--- config.mk ---
export PLATFORM = sky130hd
export DESIGN_NAME = stack_vm_alu_flag_unit_core
export DESIGN_NICKNAME = d
export VERILOG_FILES = /design/src/stvm_pkg.sv /design/src/stvm_alu.sv /design/src/stack_vm_alu_flag_unit_core.sv
export SDC_FILE = /design/constraint.sdc
export NUM_CORES = 1
export LEC_CHECK = 0
export ABC_AREA = 1
export BUFFER_PORTS_ARGS = -buffer_cell sky130_fd_sc_hd__clkbuf_2
export CELL_PAD_IN_SITES_DETAIL_PLACEMENT = 1
export CELL_PAD_IN_SITES_GLOBAL_PLACEMENT = 1
export CORE_MARGIN = 1
export CORE_UTILIZATION = 39
export DETAILED_ROUTE_END_ITERATION = 6
export PLACE_DENSITY_LB_ADDON = 0.1
export SLEW_MARGIN = 20
export SYNTH_ARGS = -nofsm -noshare
export SYNTH_HDL_FRONTEND = slang
export SYNTH_SLANG_ARGS = --single-unit
--- constraint.sdc ---
create_clock -name aclk -period 2.75 [get_ports aclk]
set_input_delay 0.4125 -clock aclk [delete_from_list [all_inputs] [get_ports aclk]]
set_output_delay 0.4125 -clock aclk [all_outputs]
set_load 0.01 [all_outputs]
--- src/stvm_pkg.sv ---
// Shared opcodes, flag and result types for the stack VM ALU and flag unit.
package stvm_pkg;

    localparam int unsigned WordW = 32;
    localparam int unsigned OpW   = 5;

    localparam logic [OpW-1:0] OP_AND  = 5'd0;
    localparam logic [OpW-1:0] OP_TEST = 5'd1;
    localparam logic [OpW-1:0] OP_XOR  = 5'd2;
    localparam logic [OpW-1:0] OP_OR   = 5'd3;
    localparam logic [OpW-1:0] OP_NOT  = 5'd4;
    localparam logic [OpW-1:0] OP_SHL  = 5'd5;
    localparam logic [OpW-1:0] OP_SHR  = 5'd6;
    localparam logic [OpW-1:0] OP_ROTL = 5'd7;
    localparam logic [OpW-1:0] OP_ROTR = 5'd8;
    localparam logic [OpW-1:0] OP_ADDF = 5'd9;
    localparam logic [OpW-1:0] OP_SUBF = 5'd10;
    localparam logic [OpW-1:0] OP_ADD  = 5'd11;
    localparam logic [OpW-1:0] OP_SUB  = 5'd12;
    localparam logic [OpW-1:0] OP_JZ   = 5'd13;
    localparam logic [OpW-1:0] OP_JNZ  = 5'd14;
    localparam logic [OpW-1:0] OP_JE   = 5'd15;
    localparam logic [OpW-1:0] OP_JNE  = 5'd16;
    localparam logic [OpW-1:0] OP_JB   = 5'd17;
    localparam logic [OpW-1:0] OP_JNB  = 5'd18;
    localparam logic [OpW-1:0] OP_JA   = 5'd19;
    localparam logic [OpW-1:0] OP_JNA  = 5'd20;
    localparam logic [OpW-1:0] OP_JEB  = 5'd21;
    localparam logic [OpW-1:0] OP_JNEB = 5'd22;
    localparam logic [OpW-1:0] OP_JEA  = 5'd23;
    localparam logic [OpW-1:0] OP_JNEA = 5'd24;

    typedef struct packed {
        logic infinity;
        logic nan;
        logic overflow;
        logic sign;
        logic carry;
        logic zero;
    } flags_t;

    typedef struct packed {
        logic [WordW-1:0] result;
        logic             writes_result;
        logic             branch_taken;
        flags_t           flags;
    } exec_res_t;

endpackage

--- src/stvm_alu.sv ---
// Combinational ALU, flag update and branch condition evaluation for one item.
module stvm_alu (
    input  logic [stvm_pkg::OpW-1:0]   opcode,
    input  logic [stvm_pkg::WordW-1:0] operand_a,
    input  logic [stvm_pkg::WordW-1:0] operand_b,
    input  stvm_pkg::flags_t           flags_in,
    output stvm_pkg::exec_res_t        res
);

    logic [stvm_pkg::WordW:0]   sum;
    logic [stvm_pkg::WordW:0]   diff;
    logic [stvm_pkg::WordW-1:0] value;
    logic                       carry;
    logic                       logic_op;
    logic                       arith_op;
    logic                       wr;
    logic                       taken;
    logic                       cond_eq;
    logic                       cond_bl;
    logic                       cond_ab;
    logic                       exp_ones;
    logic                       mant_nz;

    assign sum  = {1'b0, operand_a} + {1'b0, operand_b};
    assign diff = {1'b0, operand_a} - {1'b0, operand_b};

    assign cond_eq = flags_in.zero & ~flags_in.carry & ~flags_in.sign;
    assign cond_bl = ~flags_in.zero & flags_in.carry & flags_in.sign;
    assign cond_ab = ~flags_in.zero & ~flags_in.carry & ~flags_in.sign;

    always_comb begin
        value    = '0;
        carry    = 1'b0;
        logic_op = 1'b0;
        arith_op = 1'b0;
        wr       = 1'b0;
        taken    = 1'b0;
        unique case (opcode)
            stvm_pkg::OP_AND: begin
                value = operand_a & operand_b; wr = 1'b1; logic_op = 1'b1;
            end
            stvm_pkg::OP_TEST: begin
                value = operand_a & operand_b; logic_op = 1'b1;
            end
            stvm_pkg::OP_XOR: begin
                value = operand_a ^ operand_b; wr = 1'b1; logic_op = 1'b1;
            end
            stvm_pkg::OP_OR: begin
                value = operand_a | operand_b; wr = 1'b1; logic_op = 1'b1;
            end
            stvm_pkg::OP_NOT: begin
                value = ~operand_a; wr = 1'b1; logic_op = 1'b1;
            end
            stvm_pkg::OP_SHL: begin
                value = {operand_a[stvm_pkg::WordW-2:0], 1'b0};
                carry = operand_a[stvm_pkg::WordW-1]; wr = 1'b1; logic_op = 1'b1;
            end
            stvm_pkg::OP_SHR: begin
                value = {1'b0, operand_a[stvm_pkg::WordW-1:1]};
                carry = operand_a[0]; wr = 1'b1; logic_op = 1'b1;
            end
            stvm_pkg::OP_ROTL: begin
                value = {operand_a[stvm_pkg::WordW-2:0], operand_a[stvm_pkg::WordW-1]};
                carry = operand_a[stvm_pkg::WordW-1]; wr = 1'b1; logic_op = 1'b1;
            end
            stvm_pkg::OP_ROTR: begin
                value = {operand_a[0], operand_a[stvm_pkg::WordW-1:1]};
                carry = operand_a[0]; wr = 1'b1; logic_op = 1'b1;
            end
            stvm_pkg::OP_ADDF: begin
                value = sum[stvm_pkg::WordW-1:0];
                carry = sum[stvm_pkg::WordW]; wr = 1'b1; arith_op = 1'b1;
            end
            stvm_pkg::OP_SUBF: begin
                // borrow out of the 33-bit difference is a < b
                value = diff[stvm_pkg::WordW-1:0];
                carry = diff[stvm_pkg::WordW]; wr = 1'b1; arith_op = 1'b1;
            end
            stvm_pkg::OP_ADD: begin
                value = sum[stvm_pkg::WordW-1:0]; wr = 1'b1;
            end
            stvm_pkg::OP_SUB: begin
                value = diff[stvm_pkg::WordW-1:0]; wr = 1'b1;
            end
            stvm_pkg::OP_JZ:   taken = flags_in.zero;
            stvm_pkg::OP_JNZ:  taken = ~flags_in.zero;
            stvm_pkg::OP_JE:   taken = cond_eq;
            stvm_pkg::OP_JNE:  taken = ~cond_eq;
            stvm_pkg::OP_JB:   taken = cond_bl;
            stvm_pkg::OP_JNB:  taken = ~cond_bl;
            stvm_pkg::OP_JA:   taken = cond_ab;
            stvm_pkg::OP_JNA:  taken = ~cond_ab;
            stvm_pkg::OP_JEB:  taken = cond_eq | cond_bl;
            stvm_pkg::OP_JNEB: taken = ~(cond_eq | cond_bl);
            stvm_pkg::OP_JEA:  taken = cond_eq | cond_ab;
            stvm_pkg::OP_JNEA: taken = ~(cond_eq | cond_ab);
            default: ;
        endcase
    end

    assign exp_ones = &value[30:23];
    assign mant_nz  = |value[22:0];

    always_comb begin
        res.result        = value;
        res.writes_result = wr;
        res.branch_taken  = taken;
        res.flags         = flags_in;
        if (logic_op || arith_op) begin
            res.flags.zero     = (value == '0);
            res.flags.sign     = value[stvm_pkg::WordW-1];
            res.flags.overflow = value[stvm_pkg::WordW-1] ^ operand_a[stvm_pkg::WordW-1];
            res.flags.carry    = carry;
        end
        // flag-setting add/sub keep nan and infinity
        if (logic_op) begin
            res.flags.nan      = exp_ones & mant_nz;
            res.flags.infinity = exp_ones & ~mant_nz;
        end
    end

endmodule

--- src/stack_vm_alu_flag_unit_core.sv ---
// Stack VM ALU and flag unit: input register, single-pass execute, result register.
// Throughput: one item per cycle while m_ready does not stall the output; the
// execute logic is a 33-bit adder and subtractor, logic and shift ops plus flag
// logic between the two registers, and the flags feed the next item.
// Reset (aresetn low, synchronous): both stages empty, all six flags cleared.
module stack_vm_alu_flag_unit_core (
    input  logic                       aclk,
    input  logic                       aresetn,
    input  logic                       s_valid,
    output logic                       s_ready,
    input  logic [stvm_pkg::OpW-1:0]   s_opcode,
    input  logic [stvm_pkg::WordW-1:0] s_operand_a,
    input  logic [stvm_pkg::WordW-1:0] s_operand_b,
    output logic                       m_valid,
    input  logic                       m_ready,
    output logic [stvm_pkg::WordW-1:0] m_result,
    output logic                       m_writes_result,
    output logic                       m_branch_taken,
    output logic                       m_zero_out,
    output logic                       m_carry_out,
    output logic                       m_sign_out,
    output logic                       m_overflow_out,
    output logic                       m_nan_out,
    output logic                       m_infinity_out
);

    logic                       in_valid_reg;
    logic [stvm_pkg::OpW-1:0]   in_op_reg;
    logic [stvm_pkg::WordW-1:0] in_a_reg;
    logic [stvm_pkg::WordW-1:0] in_b_reg;
    stvm_pkg::flags_t           flags_reg;
    logic                       out_valid_reg;
    stvm_pkg::exec_res_t        out_reg;
    stvm_pkg::exec_res_t        exec_next;
    logic                       adv;

    // item moves from input reg to result reg
    assign adv     = in_valid_reg & (~out_valid_reg | m_ready);
    assign s_ready = ~in_valid_reg | adv;

    stvm_alu u_alu (
        .opcode    (in_op_reg),
        .operand_a (in_a_reg),
        .operand_b (in_b_reg),
        .flags_in  (flags_reg),
        .res       (exec_next)
    );

    always_ff @(posedge aclk) begin
        if (!aresetn) begin
            in_valid_reg  <= 1'b0;
            out_valid_reg <= 1'b0;
            flags_reg     <= '0;
        end else begin
            if (s_ready) in_valid_reg <= s_valid;
            if (~out_valid_reg | m_ready) out_valid_reg <= in_valid_reg;
            if (adv) flags_reg <= exec_next.flags;
        end
    end

    always_ff @(posedge aclk) begin
        if (s_valid && s_ready) begin
            in_op_reg <= s_opcode;
            in_a_reg  <= s_operand_a;
            in_b_reg  <= s_operand_b;
        end
        if (adv) out_reg <= exec_next;
    end

    assign m_valid         = out_valid_reg;
    assign m_result        = out_reg.result;
    assign m_writes_result = out_reg.writes_result;
    assign m_branch_taken  = out_reg.branch_taken;
    assign m_zero_out      = out_reg.flags.zero;
    assign m_carry_out     = out_reg.flags.carry;
    assign m_sign_out      = out_reg.flags.sign;
    assign m_overflow_out  = out_reg.flags.overflow;
    assign m_nan_out       = out_reg.flags.nan;
    assign m_infinity_out  = out_reg.flags.infinity;

    // branch and unused opcodes leave the flags alone
    a_branch_keeps_flags: assert property (@(posedge aclk) disable iff (!aresetn)
        (adv && in_op_reg >= stvm_pkg::OP_JZ) |=> flags_reg == $past(flags_reg))
        else $error("flags changed on a branch item");

    a_arith_keeps_fp: assert property (@(posedge aclk) disable iff (!aresetn)
        (adv && (in_op_reg == stvm_pkg::OP_ADDF || in_op_reg == stvm_pkg::OP_SUBF))
        |=> (flags_reg.nan == $past(flags_reg.nan)
             && flags_reg.infinity == $past(flags_reg.infinity)))
        else $error("nan/infinity changed on flag-setting add/sub");

    a_out_flags_current: assert property (@(posedge aclk) disable iff (!aresetn)
        out_valid_reg |-> out_reg.flags == flags_reg)
        else $error("result flags differ from stored flags");

    a_branch_no_write: assert property (@(posedge aclk) disable iff (!aresetn)
        (out_valid_reg && out_reg.branch_taken)
        |-> (!out_reg.writes_result && out_reg.result == '0))
        else $error("taken branch carries a result");

endmodule
# Yosys cells after proc, flatten, opt, wreduce, memory -nomap -nowiden
# Cells that the tools add are included.
dict set report op_classes {
  n_reduce_logical 14
  n_mux 8
  add_sub_neg 2
  eq_ne 24
  n_bitwise 29
}
# cell count
set op_table {}
lappend op_table {{one-hot mux 32 bit (10 select lines)} 1}
lappend op_table {{== test 5 bit, second input constant} 9}
lappend op_table {{== test 5 x 4 -> 1 bit, second input constant} 8}
lappend op_table {{adder 32 x 32 -> 33 bit} 1}
lappend op_table {{subtractor 32 x 32 -> 33 bit} 1}
lappend op_table {{AND 32 bit} 1}
lappend op_table {{zero test 32 bit} 1}
lappend op_table {{inverter 32 bit} 1}
lappend op_table {{OR 32 bit} 1}
lappend op_table {{XOR 32 bit} 1}
lappend op_table {{OR reduction 23 bit} 1}
lappend op_table {{== test 5 x 3 -> 1 bit, second input constant} 4}
lappend op_table {{one-hot mux 1 bit (12 select lines)} 1}
lappend op_table {{OR reduction 12 bit} 1}
lappend op_table {{OR reduction 2 bit} 6}
lappend op_table {{inverter 1 bit} 11}
lappend op_table {{== test 5 x 2 -> 1 bit, second input constant} 2}
lappend op_table {{AND 1 bit} 9}
lappend op_table {{OR reduction 9 bit} 1}
lappend op_table {{AND reduction 8 bit} 1}
lappend op_table {{== test 5 x 1 -> 1 bit, second input constant} 1}
lappend op_table {{zero test 5 bit} 1}
lappend op_table {{2-to-1 mux 4 bit} 1}
lappend op_table {{OR 1 bit} 4}
lappend op_table {{6 further kinds} 8}
dict set report word_totals {
  input_bits 73
  word_cells 97
  output_inout_bits 42
  register_bits 117
}

# Depth between registers and ports, before layout
dict set report logic_depth {
  ltp_word 7
  mapped_depth 25
  ltp_nobuf 24
}

# By module
# From an unflattened synthesis, not the netlist that was laid out.
dict set report unflattened {
  cells_unflattened 1800
  hier_area_um2 11697.5
}
# module cells_each instances seq_area_each_um2 area_each_um2
set by_module_without_submodules {}
lappend by_module_without_submodules {stvm_alu 1640 1 0.0 8050.2}
lappend by_module_without_submodules {stack_vm_alu_flag_unit_core 160 1 3433.3 3647.2}

# Worst setup path after synthesis
# No wires, ideal clock.
dict set report synth_path {
  path_type {flip-flop to flip-flop}
  start {register in_a_reg[0] in the netlist's numbering}
  end {register flags_reg[4] in the netlist's numbering}
  setup_slack_ns 0.198
  setup_ns 0.110
  arrival_time_ns 2.441
  path_stages_with_launch 23
  path_buffers 0
  synth_period_minus_slack_ns 2.552
  path_cell_list {edfxtp_1 > inv_1 > ha_1 > inv_1 > fa_1 > nand2_1 > nand2_1 > nand2_1 > nor2_1 > o21ai_0 > nand2_1 > nand2_1 > nand3_1 > nand2_1 > nand2_1 > nor2_1 > nand2_1 > nor2b_1 > nand2_1 > nand2_1 > nand3_1 > nand2_1 > inv_1}
}
# element line_no
set synth_lines {}
lappend synth_lines {{from (decl)} stack_vm_alu_flag_unit_core.sv:29} ;# logic [stvm_pkg::WordW-1:0] in_a_reg;
lappend synth_lines {{from (signal assigned)} stack_vm_alu_flag_unit_core.sv:64} ;# in_a_reg <= s_operand_a;
lappend synth_lines {{to (signal assigned)} stack_vm_alu_flag_unit_core.sv:57} ;# if (adv) flags_reg <= exec_next.flags;
lappend synth_lines {{to (decl)} stack_vm_alu_flag_unit_core.sv:31} ;# stvm_pkg::flags_t flags_reg;

# Final worst setup path
dict set report layout_path {
  start {register in_a_reg[3] in the netlist's numbering}
  end {register flags_reg[4] in the netlist's numbering}
}
dict set report layout_between {
  elab_chain_cells 5
  elab_cells_between_ends 11
  cone_classes {2 x add/sub; 2 x mux; 5 x bitwise; 2 x reduce/logical}
}
# element line_no
set layout_rtl {}
lappend layout_rtl {{subtractor 32 x 32 -> 33 bit, or another cell as far along} stvm_alu.sv:25} ;# assign diff = {1'b0, operand_a} - {1'b0, operand_b};
lappend layout_rtl {{one-hot mux 32 bit (10 select lines) (*)} stvm_alu.sv:38} ;# unique case (opcode)
lappend layout_rtl {{OR reduction 23 bit / AND reduction 8 bit (equally long branches)} {stvm_alu.sv:102, stvm_alu.sv:101}}
lappend layout_rtl {{AND 1 bit (*)} stvm_alu.sv:117} ;# res.flags.nan = exp_ones & mant_nz;
lappend layout_rtl {{2-to-1 mux 2 bit (*)} stvm_alu.sv:116} ;# if (logic_op) begin
# Every way passes the cells marked *; elsewhere a longest branch is shown, timed or not.
# A chain may end at the register's enable or synchronous reset.

==> key figures <==
Timing
  – Setup ws final: -0.579 ns
  – Min cycle time layout: around 3.3 ns
  – Fin crit share: 121%
  – Fmax: 300 MHz
  – Worst hold margin: ~0.12 ns
  – Final Max Tran Viols: 0
  – Clock Skew: approximately 0.0087 ns
  – RSZ-0062 raised after global routing: yes
  – Final setup viols: 22
  – Hold Fails Final Rpt: 0
  – Slew @ Worst Pin: just over 0.8 ns
  – Worst rel slew slack: 45.1%

Final layout
  – Layout cells sized above 1: 40.7%
  – Area grow syn2layout: 53.2%
  – Nets: about 2.3k
  – Final instance count without filler cells: ~2.6k
  – Number of antenna diodes: 0

Global routing
  – Vias in the first global route: 14.6k
  – Overall Global Routing Usage: between 30% and 40%
  – First-pass GRT wire length: a little over 80000 µm
  – Initial antenna violation count: 0
  – Total gr overflow: 0
  – Largest net degree at the start of global routing: 39

Clock network
  – Clock buffer count from CTS: 17
  – CTS tree: built
  – H-tree levels: 4
  – Clk sinks: 117
  – CTS Buffer Depth: 2
  – Worst skew pair latency: ~0.47 ns
  – Clock Root Buffer: clkbuf_16
  – Clock transition at the registers of the reported paths: roughly 0.060 ns

Synth
  – Yosys reg bits: around 120
  – Top_reg_cell synth: edfxtp_1
  – Synthesized instance count: around 1.7k
  – Share of flip-flops with an asynchronous set or reset: 0%
  – Synth Area per Inst: ~6.6 µm²
  – Top cell type's share of synthesized area: between 20% and 30%
  – Post-synth cell types: a little under 50
  – EDFF count, synth: 109
  – Leading area contributor after synthesis: edfxtp_1
  – Post-synthesis sequential area ratio: a little over 30%
  – Synthesis warning total: 0
  – Most common cell in the synthesized netlist: nand2_1
  – Most area-consuming cells after synthesis: edfxtp_1 29%, nand2_1 17%, ha_1 11%
  – Post-synthesis net count: 1846
  – Top cells by count, synth: 492 x nand2_1, 306 x inv_1, 199 x nor2_1
  – Synth Cell Area: between 10000 and 15000 µm²

Critical path
  – Setup crit end kind: flop
  – Critical path destination: flags_reg[4]
  – Kind of critical path: flop to flop
  – Req. time, crit path: 3.10 ns
  – Crit path max fanout: 4
  – Worst r2r src: in_a_reg[3]
  – Reg-to-reg endpoint: flags_reg[4]
  – CP startpoint kind: flop
  – Reg2reg setup slack: -0.58 ns
  – CP startpoint: in_a_reg[3]
  – Critical Path AT: about 3.7 ns
  – FF-to-FF path depth: 23

Floorplan
  – Initial Util: about two fifths
  – Die area: 29200 µm²
  – Die Width: about 170 µm
  – Die height: 171 µm
  – IO Count: 115
  – Core ar.: approximately 28000 µm²
  – Cell Rows: between 60 and 70

Drt
  – DR iter-0 viols: roughly 1.4k
  – Detail Route Antenna Nets: 0
  – Vias per cell: 5.63
  – DR vias: ~14k
  – DRT Pass-1 Iters: 5
  – Routed length per placed instance: 24.2 µm
  – DRC: 0
  – Detailed Route WL: 62100 µm

Power and ir drop
  – Max VDD drop: 0.812 mV
  – Lkg Pwr: 0.00869 µW
  – Pwr dens: 431 nW/µm²

Job
  – Max-cap violations: 0

Min path
  – Worst Hold Class: input port to flop
  – HP Start: s_operand_a[27]

Placed design
  – Final Wtd Congestion: ~0.97
  – PortBufs: approximately 110
  – Placed cells: approximately 2.5k
  – Dpl hpwl: between 40000 and 50000 µm

Status
  – Status: finished, violations left
  – Failing checks: negative setup slack
## timing repair
item	in CTS	in global routing
setup buffers	16	24
hold buffers	0	0
pin swaps	33	53
gates resized for setup	192	203
setup endpoints to repair	20	21
## how the worst min path moves through the flow
stage	to	slack, ns	cells after the start
global route	in_b_reg[13]	0.11	1
detailed placement	m_valid	0.52	2
finish	in_a_reg[27]	0.12	1
global placement	m_valid	0.49	2
CTS	in_a_reg[27]	0.11	1
floorplan	flags_reg[2]	0.47	2
## per-stage QoR
step                setup TNS (ns)  util (%)  worst slack [ns]  total power (µW)  area [µm²]
finish                       -4.21      61.0            -0.579              7340       17000
global route                 -5.47      61.0            -0.636              7580       17000
CTS                         -0.687      57.9            -0.135              6890       16200
detailed placement           -5.59      53.0            -0.687              4450       14800
global placement             -3.68      53.0            -0.544              4370       14800
floorplan                        0         -             0.198              3240       11100
## report_power, final
part           internal, µW  switching (µW)  total [µW]
Sequential             2090            73.9        2160
Clock                  1320             930        2250
Combinational          1190            1740        2930
Total                  4600            2750        7340
## cell usage in the layout, fill, tap and decap left out, types with 24 or more instances in the layout
cell type | netlist | layout
nand2_1 | 492 | 422
buf_4 | 6 | 380
inv_1 | 306 | 247
nor2_1 | 199 | 132
clkbuf_2 | 2 | 114
edfxtp_1 | 109 | 109
nand3_1 | 132 | 94
nand2_2 | 6 | 63
inv_2 | 6 | 62
ha_1 | 98 | 62
a21oi_1 | 73 | 57
nor2_2 | 3 | 49
o21ai_0 | 45 | 38
o22ai_1 | 36 | 36
nand3_2 | 1 | 30
ha_4 | 0 | 24
## worst max-delay path, cell delays in order (launching register included)
cell	delay (ns)
edfxtp_1	0.56
buf_6	0.21
ha_2	0.22
nand2_1	0.09
nand2_1	0.10
inv_1	0.15
nand3_4	0.16
nand2_2	0.11
nand2_1	0.08
nand2_1	0.09
nand2_1	0.07
nand2_1	0.08
nand2_1	0.08
nor2_2	0.20
buf_6	0.15
nand2_2	0.07
nor2_4	0.11
nand3_4	0.14
inv_2	0.10
nand2_2	0.06
nand2_2	0.08
nand3_2	0.07
nand2_1	0.12
inv_1	0.09
## final cells by class
cell class	instances	area (µm²)
Multi-Input combinational cell	1205	7570
Tap cell	378	473
Fill cell	3538	10900
Timing Repair Buffer	519	3800
Clock inverter	7	42.5
Inverter	314	1190
Clock buffer	25	528
Sequential cell	117	3430
## cell families after synthesis
family	count (synthesis)	share of synthesized area [%]
AOI/OAI and AO/OA	201	10.5
xor gates and xnor gates	2	0.158
adders and majority gates	100	11.4
buffers and inverters	351	12.9
DFF	117	30.9
and+or+nand+nor	902	34.2
## metal layers
metal / wire length [µm] / global-route usage [%] / vias to the layer above
li1: - / - / 6372
met1: 25300 / 45.9 / 7106
met2: 29200 / 66.0 / 716
met3: 4170 / 7.08 / 235
met4: 3390 / 19.1 / 0
met5: 0 / 0 / -
Note: power is estimated with default switching activity, not from simulation.
